--- config.mk ---
export PLATFORM = sky130hd
export DESIGN_NAME = content_length_message_deframer
export DESIGN_NICKNAME = d
export VERILOG_FILES = /design/src/design/cld_pkg.sv /design/src/design/cld_header.sv /design/src/design/cld_body.sv /design/src/design/cld_out_reg.sv /design/src/design/content_length_message_deframer.sv
export SDC_FILE = /design/constraint.sdc
export NUM_CORES = 1
export LEC_CHECK = 0
export BUFFER_PORTS_ARGS = -buffer_cell sky130_fd_sc_hd__buf_2
export CAP_MARGIN = 10
export CELL_PAD_IN_SITES_DETAIL_PLACEMENT = 1
export CELL_PAD_IN_SITES_GLOBAL_PLACEMENT = 2
export CORE_UTILIZATION = 39
export CTS_CLUSTER_SIZE = 14
export DETAILED_ROUTE_END_ITERATION = 7
export PLACE_DENSITY = 0.9
export SLEW_MARGIN = 20
export SYNTH_ARGS = -nofsm -noshare
export SYNTH_HDL_FRONTEND = slang
export SYNTH_SLANG_ARGS = --single-unit
export TNS_END_PERCENT = 50
--- constraint.sdc ---
create_clock -name clk -period 8.5 [get_ports clk]
set_input_delay 0 -clock clk [delete_from_list [all_inputs] [get_ports clk]]
set_output_delay 0 -clock clk [all_outputs]
set_load 0.05 [all_outputs]
--- src/design/cld_pkg.sv ---
`timescale 1ns / 1ps
`default_nettype none
// ----------------------------------------------------------------------------
// cld_pkg: shared types and constants of the content-length deframer
// Result codes, error codes, the header key text and the shared structs.
// ----------------------------------------------------------------------------
package cld_pkg;

	localparam int HEADER_MAX = 8192;
	localparam int HDR_CNT_W  = $clog2(HEADER_MAX);

	localparam int LEN_W      = 31;
	localparam int ACC_W      = LEN_W + 1;
	localparam logic [ACC_W-1:0] LEN_CAP = ACC_W'({LEN_W{1'b1}});

	localparam int PREFIX_LEN = 15;
	localparam logic [4:0] PREFIX_END  = 5'(PREFIX_LEN);
	localparam logic [4:0] PREFIX_FAIL = 5'd31;

	localparam logic [7:0] CH_CR    = 8'h0D;
	localparam logic [7:0] CH_LF    = 8'h0A;
	localparam logic [7:0] CH_SP    = 8'h20;
	localparam logic [7:0] CH_TAB   = 8'h09;
	localparam logic [7:0] CH_PLUS  = 8'h2B;
	localparam logic [7:0] CH_MINUS = 8'h2D;
	localparam logic [7:0] CH_ZERO  = 8'h30;
	localparam logic [7:0] CH_NINE  = 8'h39;

	typedef enum logic [1:0] {
		KIND_BODY  = 2'd0,
		KIND_EMPTY = 2'd1,
		KIND_ERROR = 2'd2
	} kind_t;

	typedef enum logic [1:0] {
		ERR_NONE     = 2'd0,
		ERR_HDR_LONG = 2'd1,
		ERR_LEN_BAD  = 2'd2,
		ERR_LEN_OVER = 2'd3
	} err_t;

	typedef enum logic [2:0] {
		VS_NONE   = 3'd0,
		VS_BLANK  = 3'd1,
		VS_SIGN   = 3'd2,
		VS_DIGITS = 3'd3,
		VS_DONE   = 3'd4,
		VS_BAD    = 3'd5
	} vstage_t;

	// one result word
	typedef struct packed {
		kind_t      kind;
		logic [7:0] body_byte;
		logic       last;
		err_t       error_code;
	} res_t;

	// header parser verdict for the current byte
	typedef struct packed {
		logic             emit;
		res_t             res;
		logic             start_body;
		logic [LEN_W-1:0] len;
	} hdr_res_t;

	// lower-case key text, one character per position
	function automatic logic [7:0] key_char(input logic [3:0] idx);
		logic [7:0] ch;
		unique case (idx)
			4'd0:    ch = "c";
			4'd1:    ch = "o";
			4'd2:    ch = "n";
			4'd3:    ch = "t";
			4'd4:    ch = "e";
			4'd5:    ch = "n";
			4'd6:    ch = "t";
			4'd7:    ch = "-";
			4'd8:    ch = "l";
			4'd9:    ch = "e";
			4'd10:   ch = "n";
			4'd11:   ch = "g";
			4'd12:   ch = "t";
			4'd13:   ch = "h";
			4'd14:   ch = ":";
			default: ch = 8'h00;
		endcase
		return ch;
	endfunction

endpackage
`default_nettype wire

--- src/design/cld_header.sv ---
`timescale 1ns / 1ps
`default_nettype none
// ----------------------------------------------------------------------------
// cld_header: header phase parser
// Tracks CRLFCRLF, matches the length key, parses the value and decides.
// ----------------------------------------------------------------------------
module cld_header (
	input  wire logic                       clk,
	input  wire logic                       arst_n,
	input  wire logic                       step,
	input  wire logic [7:0]                 byte_in,
	input  wire logic [cld_pkg::LEN_W-1:0]  max_len,
	output cld_pkg::hdr_res_t               res
);

	logic [cld_pkg::HDR_CNT_W-1:0] cnt_q;
	logic [1:0]                    em_q;
	logic [4:0]                    pp_q;
	cld_pkg::vstage_t              vs_q;
	logic [cld_pkg::ACC_W-1:0]     acc_q;
	logic                          ovf_q;
	logic                          neg_q;

	logic [cld_pkg::HDR_CNT_W:0]   cnt_n;
	logic [1:0]                    em_n;
	logic [4:0]                    pp_n;
	cld_pkg::vstage_t              vs_n;
	logic [cld_pkg::ACC_W-1:0]     acc_n;
	logic                          ovf_n;
	logic                          neg_n;
	logic                          line_break;
	logic                          hdr_end;
	logic                          too_long;
	logic                          clear;
	logic [7:0]                    low;
	logic                          is_digit;
	logic                          in_value;
	logic [cld_pkg::ACC_W+3:0]     acc_x10;

	assign low      = (byte_in >= "A" && byte_in <= "Z") ? byte_in + 8'd32 : byte_in;
	assign is_digit = (byte_in >= cld_pkg::CH_ZERO) && (byte_in <= cld_pkg::CH_NINE);
	assign in_value = (vs_q == cld_pkg::VS_BLANK) || (vs_q == cld_pkg::VS_SIGN) ||
	                  (vs_q == cld_pkg::VS_DIGITS);
	assign acc_x10  = {1'b0, acc_q, 3'b000} + {3'b000, acc_q, 1'b0} +
	                  (cld_pkg::ACC_W+4)'(byte_in - cld_pkg::CH_ZERO);

	// end-of-header matcher
	always_comb begin
		em_n       = 2'd0;
		line_break = 1'b0;
		hdr_end    = 1'b0;
		if (byte_in == cld_pkg::CH_CR) begin
			em_n = (em_q == 2'd2) ? 2'd3 : 2'd1;
		end else if (byte_in == cld_pkg::CH_LF) begin
			if (em_q == 2'd1) begin
				em_n       = 2'd2;
				line_break = 1'b1;
			end else if (em_q == 2'd3) begin
				line_break = 1'b1;
				hdr_end    = 1'b1;
			end
		end
	end

	// value stage next state, key matcher and accumulator
	always_comb begin
		vs_n  = vs_q;
		pp_n  = pp_q;
		acc_n = acc_q;
		ovf_n = ovf_q;
		neg_n = neg_q;
		if (in_value) begin
			priority if (vs_q == cld_pkg::VS_BLANK &&
			             (byte_in == cld_pkg::CH_SP || byte_in == cld_pkg::CH_TAB)) begin
				vs_n = vs_q;
			end else if (vs_q == cld_pkg::VS_BLANK &&
			             (byte_in == cld_pkg::CH_PLUS || byte_in == cld_pkg::CH_MINUS)) begin
				neg_n = (byte_in == cld_pkg::CH_MINUS);
				vs_n  = cld_pkg::VS_SIGN;
			end else if (is_digit) begin
				if (!ovf_q) begin
					if (acc_x10 > (cld_pkg::ACC_W+4)'(cld_pkg::LEN_CAP)) begin
						ovf_n = 1'b1;
						acc_n = cld_pkg::LEN_CAP + 1'b1;
					end else begin
						acc_n = acc_x10[cld_pkg::ACC_W-1:0];
					end
				end
				vs_n = cld_pkg::VS_DIGITS;
			end else begin
				vs_n = (vs_q == cld_pkg::VS_DIGITS) ? cld_pkg::VS_DONE : cld_pkg::VS_BAD;
			end
		end else if (pp_q < cld_pkg::PREFIX_END) begin
			if (low == cld_pkg::key_char(pp_q[3:0])) begin
				pp_n = pp_q + 5'd1;
				if (pp_n == cld_pkg::PREFIX_END && vs_q == cld_pkg::VS_NONE)
					vs_n = cld_pkg::VS_BLANK;
			end else begin
				pp_n = cld_pkg::PREFIX_FAIL;
			end
		end
		if (line_break)
			pp_n = 5'd0;
	end

	assign cnt_n    = {1'b0, cnt_q} + 1'b1;
	assign too_long = (cnt_n == (cld_pkg::HDR_CNT_W+1)'(cld_pkg::HEADER_MAX));
	assign clear    = too_long || hdr_end;

	// verdict; a header end never changes the value, so registered value is used
	always_comb begin
		res                = '0;
		res.res.kind       = cld_pkg::KIND_ERROR;
		res.res.error_code = cld_pkg::ERR_NONE;
		res.len            = acc_q[cld_pkg::LEN_W-1:0];
		priority if (too_long) begin
			res.emit           = 1'b1;
			res.res.error_code = cld_pkg::ERR_HDR_LONG;
		end else if (!hdr_end) begin
			res.emit = 1'b0;
		end else if (vs_n != cld_pkg::VS_DIGITS && vs_n != cld_pkg::VS_DONE) begin
			res.emit           = 1'b1;
			res.res.error_code = cld_pkg::ERR_LEN_BAD;
		end else if (neg_q && (acc_q != '0 || ovf_q)) begin
			res.emit           = 1'b1;
			res.res.error_code = cld_pkg::ERR_LEN_BAD;
		end else if (ovf_q || acc_q > {1'b0, max_len}) begin
			res.emit           = 1'b1;
			res.res.error_code = cld_pkg::ERR_LEN_OVER;
		end else if (acc_q == '0) begin
			res.emit     = 1'b1;
			res.res.kind = cld_pkg::KIND_EMPTY;
			res.res.last = 1'b1;
		end else begin
			res.start_body = 1'b1;
		end
	end

	always_ff @(posedge clk or negedge arst_n) begin
		if (!arst_n) begin
			cnt_q <= '0;
			em_q  <= 2'd0;
			pp_q  <= 5'd0;
			vs_q  <= cld_pkg::VS_NONE;
			acc_q <= '0;
			ovf_q <= 1'b0;
			neg_q <= 1'b0;
		end else if (step) begin
			if (clear) begin
				cnt_q <= '0;
				em_q  <= 2'd0;
				pp_q  <= 5'd0;
				vs_q  <= cld_pkg::VS_NONE;
				acc_q <= '0;
				ovf_q <= 1'b0;
				neg_q <= 1'b0;
			end else begin
				cnt_q <= cnt_n[cld_pkg::HDR_CNT_W-1:0];
				em_q  <= em_n;
				pp_q  <= pp_n;
				vs_q  <= vs_n;
				acc_q <= acc_n;
				ovf_q <= ovf_n;
				neg_q <= neg_n;
			end
		end
	end

endmodule
`default_nettype wire

--- src/design/cld_body.sv ---
`timescale 1ns / 1ps
`default_nettype none
// ----------------------------------------------------------------------------
// cld_body: body phase counter
// Counts body bytes down and flags the last one.
// ----------------------------------------------------------------------------
module cld_body (
	input  wire logic                      clk,
	input  wire logic                      arst_n,
	input  wire logic                      step,
	input  wire logic                      start,
	input  wire logic [cld_pkg::LEN_W-1:0] len,
	input  wire logic [7:0]                byte_in,
	output logic                           active,
	output cld_pkg::res_t                  res
);

	logic                      active_q;
	logic [cld_pkg::LEN_W-1:0] rem_q;
	logic [cld_pkg::LEN_W-1:0] rem_n;

	assign rem_n  = (rem_q != '0) ? rem_q - 1'b1 : rem_q;
	assign active = active_q;

	always_comb begin
		res            = '0;
		res.kind       = cld_pkg::KIND_BODY;
		res.body_byte  = byte_in;
		res.last       = (rem_n == '0);
		res.error_code = cld_pkg::ERR_NONE;
	end

	always_ff @(posedge clk or negedge arst_n) begin
		if (!arst_n) begin
			active_q <= 1'b0;
			rem_q    <= '0;
		end else if (step) begin
			if (active_q) begin
				rem_q <= rem_n;
				if (rem_n == '0)
					active_q <= 1'b0;
			end else if (start) begin
				rem_q    <= len;
				active_q <= 1'b1;
			end
		end
	end

endmodule
`default_nettype wire

--- src/design/cld_out_reg.sv ---
`timescale 1ns / 1ps
`default_nettype none
// ----------------------------------------------------------------------------
// cld_out_reg: result register
// Holds one result word until the receiver takes it.
// ----------------------------------------------------------------------------
module cld_out_reg (
	input  wire logic          clk,
	input  wire logic          arst_n,
	input  wire logic          load,
	input  wire cld_pkg::res_t res_in,
	input  wire logic          out_ready,
	output logic               out_valid,
	output cld_pkg::res_t      res_out,
	output logic               free
);

	logic          valid_q;
	cld_pkg::res_t res_q;

	assign free      = !valid_q || out_ready;
	assign out_valid = valid_q;
	assign res_out   = res_q;

	always_ff @(posedge clk or negedge arst_n) begin
		if (!arst_n) begin
			valid_q <= 1'b0;
		end else if (load) begin
			valid_q <= 1'b1;
		end else if (out_ready) begin
			valid_q <= 1'b0;
		end
	end

	always_ff @(posedge clk) begin
		if (load)
			res_q <= res_in;
	end

endmodule
`default_nettype wire

--- src/design/content_length_message_deframer.sv ---
`timescale 1ns / 1ps
`default_nettype none
// ----------------------------------------------------------------------------
// content_length_message_deframer: Content-Length framed byte stream deframer
// Strips headers from a byte stream and passes message bodies through.
// ----------------------------------------------------------------------------
// Usage
//  - in channel: one stream byte per word (in_valid/in_ready/in_byte).
//  - out channel: one result word (kind, body_byte, last, error_code); header
//    bytes give no word except at header end (empty message or error) or on
//    an oversize header. Body bytes come out one word each, last on the final.
//  - cfg channel: max_body_length, always ready; write only while idle. It is
//    sampled when a header ends.
//  - Path: a byte waits in the input register and its result word is loaded
//    into the result register as the byte moves on; the word shows on the
//    out channel from that register until it is taken.
//  - Throughput: one byte per cycle; a byte moves on whenever the result
//    register is empty or being emptied in that cycle.
//  - Stall: with out_ready low and a word waiting, the byte in the input
//    register holds and in_ready drops once that register is full.
//  - Reset (arst_n low): header phase, all counters clear, nothing valid,
//    max_body_length back to its largest value.
// ----------------------------------------------------------------------------
module content_length_message_deframer (
	input  wire logic                      clk,
	input  wire logic                      arst_n,
	// byte stream
	input  wire logic                      in_valid,
	output logic                           in_ready,
	input  wire logic [7:0]                in_byte,
	// results
	output logic                           out_valid,
	input  wire logic                      out_ready,
	output logic [1:0]                     kind,
	output logic [7:0]                     body_byte,
	output logic                           last,
	output logic [1:0]                     error_code,
	// configuration
	input  wire logic                      cfg_valid,
	output logic                           cfg_ready,
	input  wire logic [cld_pkg::LEN_W-1:0] max_body_length
);

	logic                      valid_s1;
	logic [7:0]                byte_s1;
	logic [cld_pkg::LEN_W-1:0] max_len_q;

	logic                      out_free;
	logic                      adv;
	logic                      body_active;
	cld_pkg::hdr_res_t         hdr_res;
	cld_pkg::res_t             body_res;
	cld_pkg::res_t             res_mux;
	cld_pkg::res_t             res_out;
	logic                      emit;

	// the stage-1 byte moves on only when the result register can take a word
	assign adv       = valid_s1 && out_free;
	assign in_ready  = !valid_s1 || adv;
	assign cfg_ready = 1'b1;

	always_ff @(posedge clk or negedge arst_n) begin
		if (!arst_n) begin
			valid_s1 <= 1'b0;
		end else if (in_ready) begin
			valid_s1 <= in_valid;
		end
	end

	always_ff @(posedge clk) begin
		if (in_valid && in_ready)
			byte_s1 <= in_byte;
	end

	always_ff @(posedge clk or negedge arst_n) begin
		if (!arst_n) begin
			max_len_q <= {cld_pkg::LEN_W{1'b1}};
		end else if (cfg_valid && cfg_ready) begin
			max_len_q <= max_body_length;
		end
	end

	// header parser only steps outside the body
	cld_header u_header (
		.clk     (clk),
		.arst_n  (arst_n),
		.step    (adv && !body_active),
		.byte_in (byte_s1),
		.max_len (max_len_q),
		.res     (hdr_res)
	);

	cld_body u_body (
		.clk     (clk),
		.arst_n  (arst_n),
		.step    (adv),
		.start   (hdr_res.start_body),
		.len     (hdr_res.len),
		.byte_in (byte_s1),
		.active  (body_active),
		.res     (body_res)
	);

	assign res_mux = body_active ? body_res : hdr_res.res;
	assign emit    = body_active || hdr_res.emit;

	cld_out_reg u_out (
		.clk       (clk),
		.arst_n    (arst_n),
		.load      (adv && emit),
		.res_in    (res_mux),
		.out_ready (out_ready),
		.out_valid (out_valid),
		.res_out   (res_out),
		.free      (out_free)
	);

	assign kind       = res_out.kind;
	assign body_byte  = res_out.body_byte;
	assign last       = res_out.last;
	assign error_code = res_out.error_code;

endmodule
`default_nettype wire

# After elaboration in Yosys (flattened, before gate mapping)
# Memories as Yosys holds them, arrays and structs flattened.
# Index checks and enable logic that the tools add are counted.
# word_totals
output_inout_bits	16
rom_bits	112
elab_cells	181
n_memories	1
input_bits	44
reg_bits	143
# classes
n_addsub	7
magnitude_cmp	7
n_bitwise	1
n_mux	83
n_eq_ne	21
n_reduce_logical	42
# mem_list
memory	depth	word_bits	rd	rd_clocked_by_memory_dff	wr	line_no	source
(name not given)	16	7	1	0	0	cld_pkg.sv:70	unique case (idx)
# op_table
cell	count
32-bit two-way mux	7
31-bit two-way mux	3
1-bit two-way mux	39
35-bit by 33-bit adder with 36-bit output	1
36-bit adder	1
36-bit by 31-bit greater-than comparator with 1-bit output, second input constant	1
32-bit by 31-bit greater-than comparator with 1-bit output	1
32-bit zero test	1
32-bit nonzero test	1
31-bit zero test	1
31-bit nonzero test	1
31-bit by 1-bit subtractor with 31-bit output, second input constant	1
3-bit two-way mux	10
2-bit two-way mux	14
5-bit two-way mux	5
8-bit by 4-bit equality test with 1-bit output, second input constant	3
8-bit by 6-bit equality test with 1-bit output, second input constant	3
8-bit two-way mux	3
13-bit by 1-bit adder with 14-bit output, second input constant	1
14-bit equality test, second input constant	1
13-bit two-way mux	1
1-bit logical AND	11
1-bit logical OR	10
2-bit nonzero test	5
other kinds (31)	36

# Longest topological paths before layout
# Gate-level depths: netlist (run 1).
# depth
word_depth	16
ltp_mapped	17
depth_no_buf	16

# Modules after synthesis
# A second synthesis (run 1) with hierarchy kept.
# unflattened
cells_unflattened	1348
area_unflattened_um2	12074.1
# by_module_without_submodules
module	cells_each	area_per_inst_um2	instances	seq_area_each_um2
cld_header	863	7060.5	1	1426.4
cld_body	370	2849.0	1	800.8
content_length_message_deframer	99	1726.7	1	1079.8
cld_out_reg	16	437.9	1	415.4

# Worst setup path before layout (run 1)
# OpenSTA, ideal clock, no wires.
# synth_timing
path_type	register to register
startpoint	register byte_s1[5]
endpoint	register u_header.acc_q[28] (netlist bit)
period_less_slack_ns	6.323
setup_time_ns	0.066
path_stages_with_launch	15
arrival_time_ns	6.257
path_buffers	1
required_ns	8.434
slack_ns	2.177
cell_sequence	edfxtp_1 -> ha_1 -> nor3_1 -> fa_1 -> ha_1 -> a21oi_1 -> o21ai_1 -> a2111o_1 -> a21o_1 -> a211o_1 -> o2111ai_1 -> o2111ai_1 -> nor4_2 -> buf_4 -> a22o_1
# synth_between
elab_chain_len	10
elab_cells_between_ends	32
cone_classes	2 x add/sub; 3 x order compare; 9 x eq/ne; 9 x mux; 9 x reduce/logical
# synth_rtl
element	line_no	source
from (decl)	content_length_message_deframer.sv:45	logic [7:0] byte_s1;
from (signal assigned)	content_length_message_deframer.sv:72	byte_s1 <= in_byte;
8-bit by 6-bit subtractor with 9-bit output	cld_header.sv:45	(cld_pkg::ACC_W+4)'(byte_in - cld_pkg::CH_ZERO);
36-bit adder	cld_header.sv:44	assign acc_x10 = {1'b0, acc_q, 3'b000} + {3'b000, acc_q, 1'b0} +
36-bit by 31-bit greater-than comparator with 1-bit output	cld_header.sv:82	if (acc_x10 > (cld_pkg::ACC_W+4)'(cld_pkg::LEN_CAP)) begin
32-bit two-way mux	cld_header.sv:82	
32-bit two-way mux	cld_header.sv:81	if (!ovf_q) begin
32-bit two-way mux	cld_header.sv:80	end else if (is_digit) begin
32-bit two-way mux	cld_header.sv:76	end else if (vs_q == cld_pkg::VS_BLANK &&
32-bit two-way mux	cld_header.sv:73	priority if (vs_q == cld_pkg::VS_BLANK &&
32-bit two-way mux	cld_header.sv:72	if (in_value) begin
32-bit two-way mux	cld_header.sv:149	if (clear) begin
to (signal assigned)	cld_header.sv:162	acc_q <= acc_n;
to (decl)	cld_header.sv:20	logic [cld_pkg::ACC_W-1:0] acc_q;
# Several ways; a longest one is shown, not always the timed one. The select of a mux whose other input is x is not followed.
# A chain may end at the register's enable or synchronous reset.

# Worst setup path in the final report (run 1)
# layout_timing
startpoint	register byte_s1[5]
endpoint	register u_header.acc_q[4] (netlist bit)
# Same word-level chain as after synthesis.

==> reports/metrics.cfg, run 1 <==
[placement]
post-dp-hpwl_um=24800
place_inst=1605
placed_area_um2=11500
gp_congestion=0.872
io_buffers=58

[pwr]
p_comb_share_pct=16.8
p_per_area_nw_per_um2=150
p_leak_nw=5.59
pwr-share-seq_pct=41.7
p_sw_mw=0.546
pwr-share-clk_pct=41.5
ir_drop_uv=113
sw_frac_of_total_pct=28.9
p_int_mw=1.34

[yosys]
synthDominantCellAreaShare_pct=20.9
synth.distinct_cells=77
ys_ff_latch=143
synth_common_cells=109 x nand2_1, 102 x o21ai_0, 91 x dfrtp_1, 90 x nor2_1, 84 x ha_1
synth_compound_area_share_pct=21.6
synth_top_family_by_area=compound AO/OA/AOI/OAI gates
async_flop_share_pct=85.3
synthXorXnorAreaFrac_pct=3.13
yosysSeqAreaShare_pct=34.1
syn_area_per_cell_um2=8.97
synth_warnings=0
netlist_area_um2=10900
synth_top_cell_by_area=dfrtp_1
synth.net_count=1375
synthMostInstantiatedCell=nand2_1
synthTopCellsByArea=dfrtp_1 21%, ha_1 9.6%, dfstp_2 7.5%, edfxtp_1 5.8%, fa_1 5.7%
synthFlopType=dfrtp_1
synth_edf_count=21
synth_fa_ha_area_share_pct=15.3
postSynthCellCount=1216
synth-simple-area-share_pct=19.9
muxShareOfSynthArea_pct=1.11

[cts]
clk_pin_slew_ns=0.07
cts_root_buf=clkbuf_16
cts_buffers=17
post-cts-setup-buffers=0
htree_num_levels=4
ctsResizeCount=0
clock_latency_ns=0.42
clkSinkCount=143
clk_path_buf_depth=2
cts_tree=built

[routing]
drtAntennaViolNets=0
wl_um=34200
drcViolationCount=0
vias=9757
drtIter0Drc=567
via_per_inst=5.80
drtPass1Iterations=5
routedWlPerCell_um=20.3

[grt]
grt_pass1_vias=10033
grt_max_degree=67
antenna_found_initial=2
grt_use_total_pct=24.7
grt_overflow=0
grt_pass1_wl_um=55400

[finish]
fin_cells=1682
nFillCells=3188
area_growth_pct=15.2
final_util_pct=46.2
nets=1454
drive_gt1_share_pct=11.5
final_cell_area_um2=12600

[critical_path]
r2r-start=byte_s1[5]$_DFFE_PP_
rrSetupSlack_ns=3.61
required_ns=8.86
reg2reg_to=u_header.acc_q[4]$_DFFE_PN0P_
startpoint_type=flop
cp-end-kind=flop
critPathMaxFanout=31
critPathKind=reg2reg
worstRegToRegCells=14
arrival_ns=5.25

[timing]
slew_headroom_pct=32.7
max_slew.worst_pin.slew_ns=1.01
setup-violations-final=0
fin_hold_ws_ns=0.231
clock_skew_ns=0.0114
tns_ns=0
fin_crit_ns=4.89
final-hold-violation-count=0
grt_setup_unrepaired=false
finalCritPeriodShare_pct=57.5
drv_slew=0
clock.fmax_mhz=205

[floorplanning]
die_h_um=169
ios=60
core_area_um2=27200
die-area_um2=28600
die_x_um=169
rows=60
start_util_pct=40.1

[outcome]
run_status=finished clean

[min_path]
hold_class=in2async

[run]
drv_cap=0

[critical path, stage by stage, from the launching register on]
cell       delay (ns)
edfxtp_1         0.52
ha_1             0.29
nor3_2           0.13
buf_4            0.43
fa_1             0.50
ha_1             0.26
a2111o_1         0.35
o22ai_1          0.49
a311o_1          0.38
a21oi_1          0.10
nor4bb_1         0.31
o2111ai_1        0.26
nor4_4           0.18
buf_4            0.36
a32o_1           0.22
[per-layer routing]
| metal | up-vias | part of all wire, % | GRT usage [%] |
|---|---|---|---|
| met5 | - | 0 | 0 |
| met4 | 0 | 1.7 | 6.85 |
| met3 | 41 | 2.5 | 2.61 |
| met2 | 172 | 48 | 40.9 |
| met1 | 4924 | 48 | 34.2 |
| li1 | 4620 | - | - |
[timing repair]
action / 4_1_cts / 5_1_grt
hold endpoints to repair: 92 / 0
setup endpoints to repair: 0 / 0
hold buffers: 43 / 0
[cell type report]
cell class              count  area, um2  share of cell area [%]
well taps                 372        465                    3.70
flip-flops and latches    143       3720                    29.6
diodes                      2       5.00                  0.0398
repair buffers            109        783                    6.23
multi-input cells         946       6680                    53.2
inverters                  78        293                    2.33
clock buffers              26        576                    4.58
clock inverters             6       38.8                   0.309
[metrics by stage]
step | total power [mW] | setup WS (ns)
3_5_place_dp | 1.10 | 3.63
2_1_floorplan | 1.00 | 2.18
3_3_place_gp | 1.08 | 3.81
5_1_grt | 1.97 | 3.34
4_1_cts | 1.90 | 3.61
6_report | 1.89 | 3.61
[placed cells by master (no fill, tap or decap), types with 22 or more instances in the layout]
cell type,n
a22o_1,31
a21oi_1,74
nand3_1,45
dlygate4sd3_1,43
buf_2,57
clkbuf_16,22
inv_1,77
nand2_1,109
dfrtp_1,91
o21ai_0,101
nor2_1,89
xnor2_1,22
fa_1,31
dfstp_2,31
nor3_1,32
ha_1,84
[worst max path at each step]
stage | to | startpoint | cells after the start | slack, ns
floorplan | u_header.acc_q[28]$_DFFE_PN0P_ | byte_s1[5]$_DFFE_PP_ | 14 | 2.18
global placement | u_header.acc_q[4]$_DFFE_PN0P_ | byte_s1[5]$_DFFE_PP_ | 14 | 3.81
detailed placement | u_header.acc_q[4]$_DFFE_PN0P_ | byte_s1[5]$_DFFE_PP_ | 14 | 3.63
CTS | u_header.acc_q[4]$_DFFE_PN0P_ | byte_s1[5]$_DFFE_PP_ | 14 | 3.61
global route | u_header.acc_q[4]$_DFFE_PN0P_ | byte_s1[5]$_DFFE_PP_ | 15 | 3.34
finish | u_header.acc_q[4]$_DFFE_PN0P_ | byte_s1[5]$_DFFE_PP_ | 14 | 3.61
[state kept, by name, summed over array words and instances (netlist names), 2 cells and up]
name            cells
u_header.acc_q     32
u_header.vs_q       3
u_out.res_out      13
u_header.cnt_q     13
u_body.rem_q       31
byte_s1             8
max_len_q          31
u_header.pp_q       5
u_header.em_q       2
[kinds of logic after synthesis]
| logic type | after synthesis |
|---|---|
| AOI/OAI and AO/OA | 352 |
| xor gates and xnor gates | 39 |
| adders and majority gates | 115 |
| buffers and inverters | 127 |
| DFF | 143 |
| muxes | 12 |
| other | 1 |
| and+or+nand+nor | 427 |
[power by group through the flow]
stage / clock (mW) / combinational [mW] / sequential (mW)
floorplan: 0 / 0.225 / 0.777
global placement: 0 / 0.288 / 0.797
detailed placement: 0 / 0.298 / 0.798
CTS: 0.794 / 0.317 / 0.786
global route: 0.820 / 0.360 / 0.794
finish: 0.783 / 0.317 / 0.787
No activity file was read; power rests on OpenSTA's default activity.
==> run 2: changes to the inputs <==
ABC_AREA = 1   (was default)
CORE_UTILIZATION = 37   (was 39)
PLACE_DENSITY = 0.91   (was 0.9)
clock period = 5.1 ns   (was 8.5 ns; I/O delays follow)
==> run 2 against run 1 <==
Compared with the run above: register-to-register slack worse by 2.8 ns; largest cell class unchanged; critical endpoint is now u_header.acc_q[6]$_DFFE_PN0P_; synthesized cell count rose by 29%; routed wire length is 7.6% higher; critical path type unchanged; utilization shrank 3.0 points; global-route usage shrank 0.30 points.
==> reports/metrics.cfg, run 2 <==
[timing]
setup-violations-final=0
finalCritPeriodShare_pct=84.3
drv_slew=0
post-route-worst-setup-slack_ns=0.802
clock.fmax_mhz=233
clock_skew_ns=0.0173
final-hold-violation-count=0
max_slew.worst_pin.slew_ns=1.06
fin_crit_ns=4.30
slew_headroom_pct=28.7
fin_hold_ws_ns=0.160
tns_ns=0
grt_setup_unrepaired=false

[yosys]
netlist_area_um2=11500
synth.net_count=1731
synthMostInstantiatedCell=nand2_1
synthFlopType=dfrtp_1
postSynthCellCount=1572
yosysSeqAreaShare_pct=32.4
ys_ff_latch=143
synth_edf_count=21
synth_top_cell_by_area=dfrtp_1
synth_warnings=0
async_flop_share_pct=85.3
syn_area_per_cell_um2=7.30
synth.distinct_cells=53
synth_common_cells=457 x nand2_1, 178 x inv_1, 151 x nor2_1, 103 x o21ai_0, 96 x nand3_1
synthTopCellsByArea=dfrtp_1 20%, nand2_1 15%, ha_1 9.2%, dfstp_2 7.1%, inv_1 5.8%
synthDominantCellAreaShare_pct=19.8

[floorplanning]
die-area_um2=31700
die_h_um=178
core_area_um2=30600
die_x_um=178
rows=64
ios=60
start_util_pct=37.5

[cts]
cts_hold_buf=44
htree_num_levels=4
ctsResizeCount=0
cts_tree=built
post-cts-setup-buffers=0
cts_buffers=17
clk_pin_slew_ns=0.07
clkSinkCount=143
clock_latency_ns=0.45
cts_root_buf=clkbuf_16
clk_path_buf_depth=2

[finish]
reg.largest.list=u_header.acc_q (32), max_len_q (31), u_body.rem_q (31)
fin_cells=2075
nFillCells=3891
regArea_um2=3720
final_cell_mix=457 x nand2_1, 178 x inv_1, 150 x nor2_1, 103 x o21ai_0, 96 x nand3_1
final_cell_area_um2=13200
multi_input_area_um2=6870
regMostFlops=u_header.acc_q
nets=1824
largest_reg_flops=32
final_common_cell=nand2_1
final_util_pct=43.3
drive_gt1_share_pct=9.71
area_growth_pct=15.3

[grt]
grt_pass1_vias=11358
grt_overflow=0
grt_use_total_pct=24.4
grt_pass1_wl_um=59800
antenna_found_initial=1
grt_max_degree=62

[pwr]
sw_frac_of_total_pct=29.4
pwr-share-clk_pct=43.3
ir_drop_uv=239
total_power_mw=3.04
p_int_mw=2.15
pwr-share-seq_pct=42.0
p_per_area_nw_per_um2=230
p_leak_nw=6.85
p_sw_mw=0.894
p_comb_share_pct=14.8

[outcome]
run_status=finished clean

[placement]
post-dp-hpwl_um=27700
place_inst=1998
dpl_worst_slack_ns=0.835
gp_congestion=0.855
placed_area_um2=12200
io_buffers=58

[routing]
wl_um=36800
vias=10773
routedWlPerCell_um=17.7
drtPass1Iterations=6
via_per_inst=5.19
drtAntennaViolNets=0
drcViolationCount=0
drtIter0Drc=515

[critical_path]
critPathMaxFanout=29
arrival_ns=4.68
required_ns=5.49
startpoint_type=flop
cp-end-kind=flop
critPathKind=reg2reg

[run]
drv_cap=0

[min_path]
hold_class=in2async

run 2: cell types whose count changed after synthesis, moves of 12 or more:
cell and delta:
xor2_1 +24, and2_1 -18, or3_1 -15, nand2_1 +348, clkbuf_1 -12, inv_1 +101
nor2_1 +61, a21o_1 -12, nor3_1 -13, a22o_1 -31, nand2b_1 -14, nand3_1 +51
run 2: worst paths after layout:
kind,startpoint,to,slack [ns],depth (start not counted)
setup reg to reg,byte_s1[6]$_DFFE_PP_,u_header.acc_q[6]$_DFFE_PN0P_,0.80,24
hold / removal,arst_n,u_header.cnt_q[11]$_DFFE_PN0P_,0.16,2
max in group asynchronous,arst_n,u_body.rem_q[21]$_DFFE_PN0P_,3.77,3
min in group clk,cfg_valid,max_len_q[12]$_DFFE_PN1P_,0.23,3
hold reg to reg,u_body.rem_q[29]$_DFFE_PN0P_,u_body.rem_q[29]$_DFFE_PN0P_,0.47,2
setup / recovery,byte_s1[6]$_DFFE_PP_,u_header.acc_q[6]$_DFFE_PN0P_,0.80,24
run 2: final cells by class:
class,instances,area share [%]
Sequential cell,143,28.1
Inverter,188,5.33
Clock inverter,13,1.13
Timing Repair Buffer,113,6.26
Multi-Input combinational cell,1202,51.9
Antenna cell,1,0.0189
Tap cell,396,3.75
Clock buffer,19,3.42
run 2: power groups by stage:
stage	Sequential (mW)	Combinational, mW	Clock [mW]
2_1_floorplan	1.28	0.289	0
3_3_place_gp	1.29	0.400	0
3_5_place_dp	1.30	0.414	0
4_1_cts	1.28	0.446	1.33
5_1_grt	1.28	0.507	1.37
6_report	1.28	0.449	1.31
run 2: worst max-delay path, cell delays in order (launching register included):
cell      delay (ns)
edfxtp_1        0.55
inv_1           0.16
ha_1            0.18
nand2_1         0.08
a21oi_1         0.17
a21oi_1         0.08
fa_1            0.49
inv_1           0.04
ha_1            0.33
nand2_1         0.11
inv_1           0.06
a21oi_1         0.13
nand2_1         0.10
a21oi_1         0.32
o21ai_0         0.23
nand3_1         0.13
nand2_1         0.05
nand2_1         0.05
nand4_1         0.09
nor2_1          0.15
nand2_1         0.12
nor2_2          0.10
buf_4           0.31
nand2_1         0.11
nand2_1         0.09
run 2: kinds of logic after synthesis:
| group | count (synthesis) | synth area share [%] |
|---|---|---|
| buffers and inverters | 227 | 7.73 |
| flip-flops | 143 | 32.4 |
| AND/OR/NAND/NOR | 793 | 29.2 |
| adder cells (fa/ha/maj) | 115 | 14.6 |
| AO/OA/AOI/OAI | 224 | 10.8 |
| XOR/XNOR | 68 | 5.19 |
| other | 1 | 0.0327 |
| multiplexers | 1 | 0.0981 |
run 2: routing by layer:
| layer | global-route usage [%] | wire length (um) | vias to the layer above | part of all wire, % |
|---|---|---|---|---|
| li1 | - | - | 5298 | - |
| met1 | 32.6 | 17400 | 5270 | 47 |
| met2 | 41.0 | 17700 | 156 | 48 |
| met3 | 3.03 | 903 | 49 | 2.5 |
| met4 | 7.26 | 787 | 0 | 2.1 |
| met5 | 0 | 0 | - | 0 |
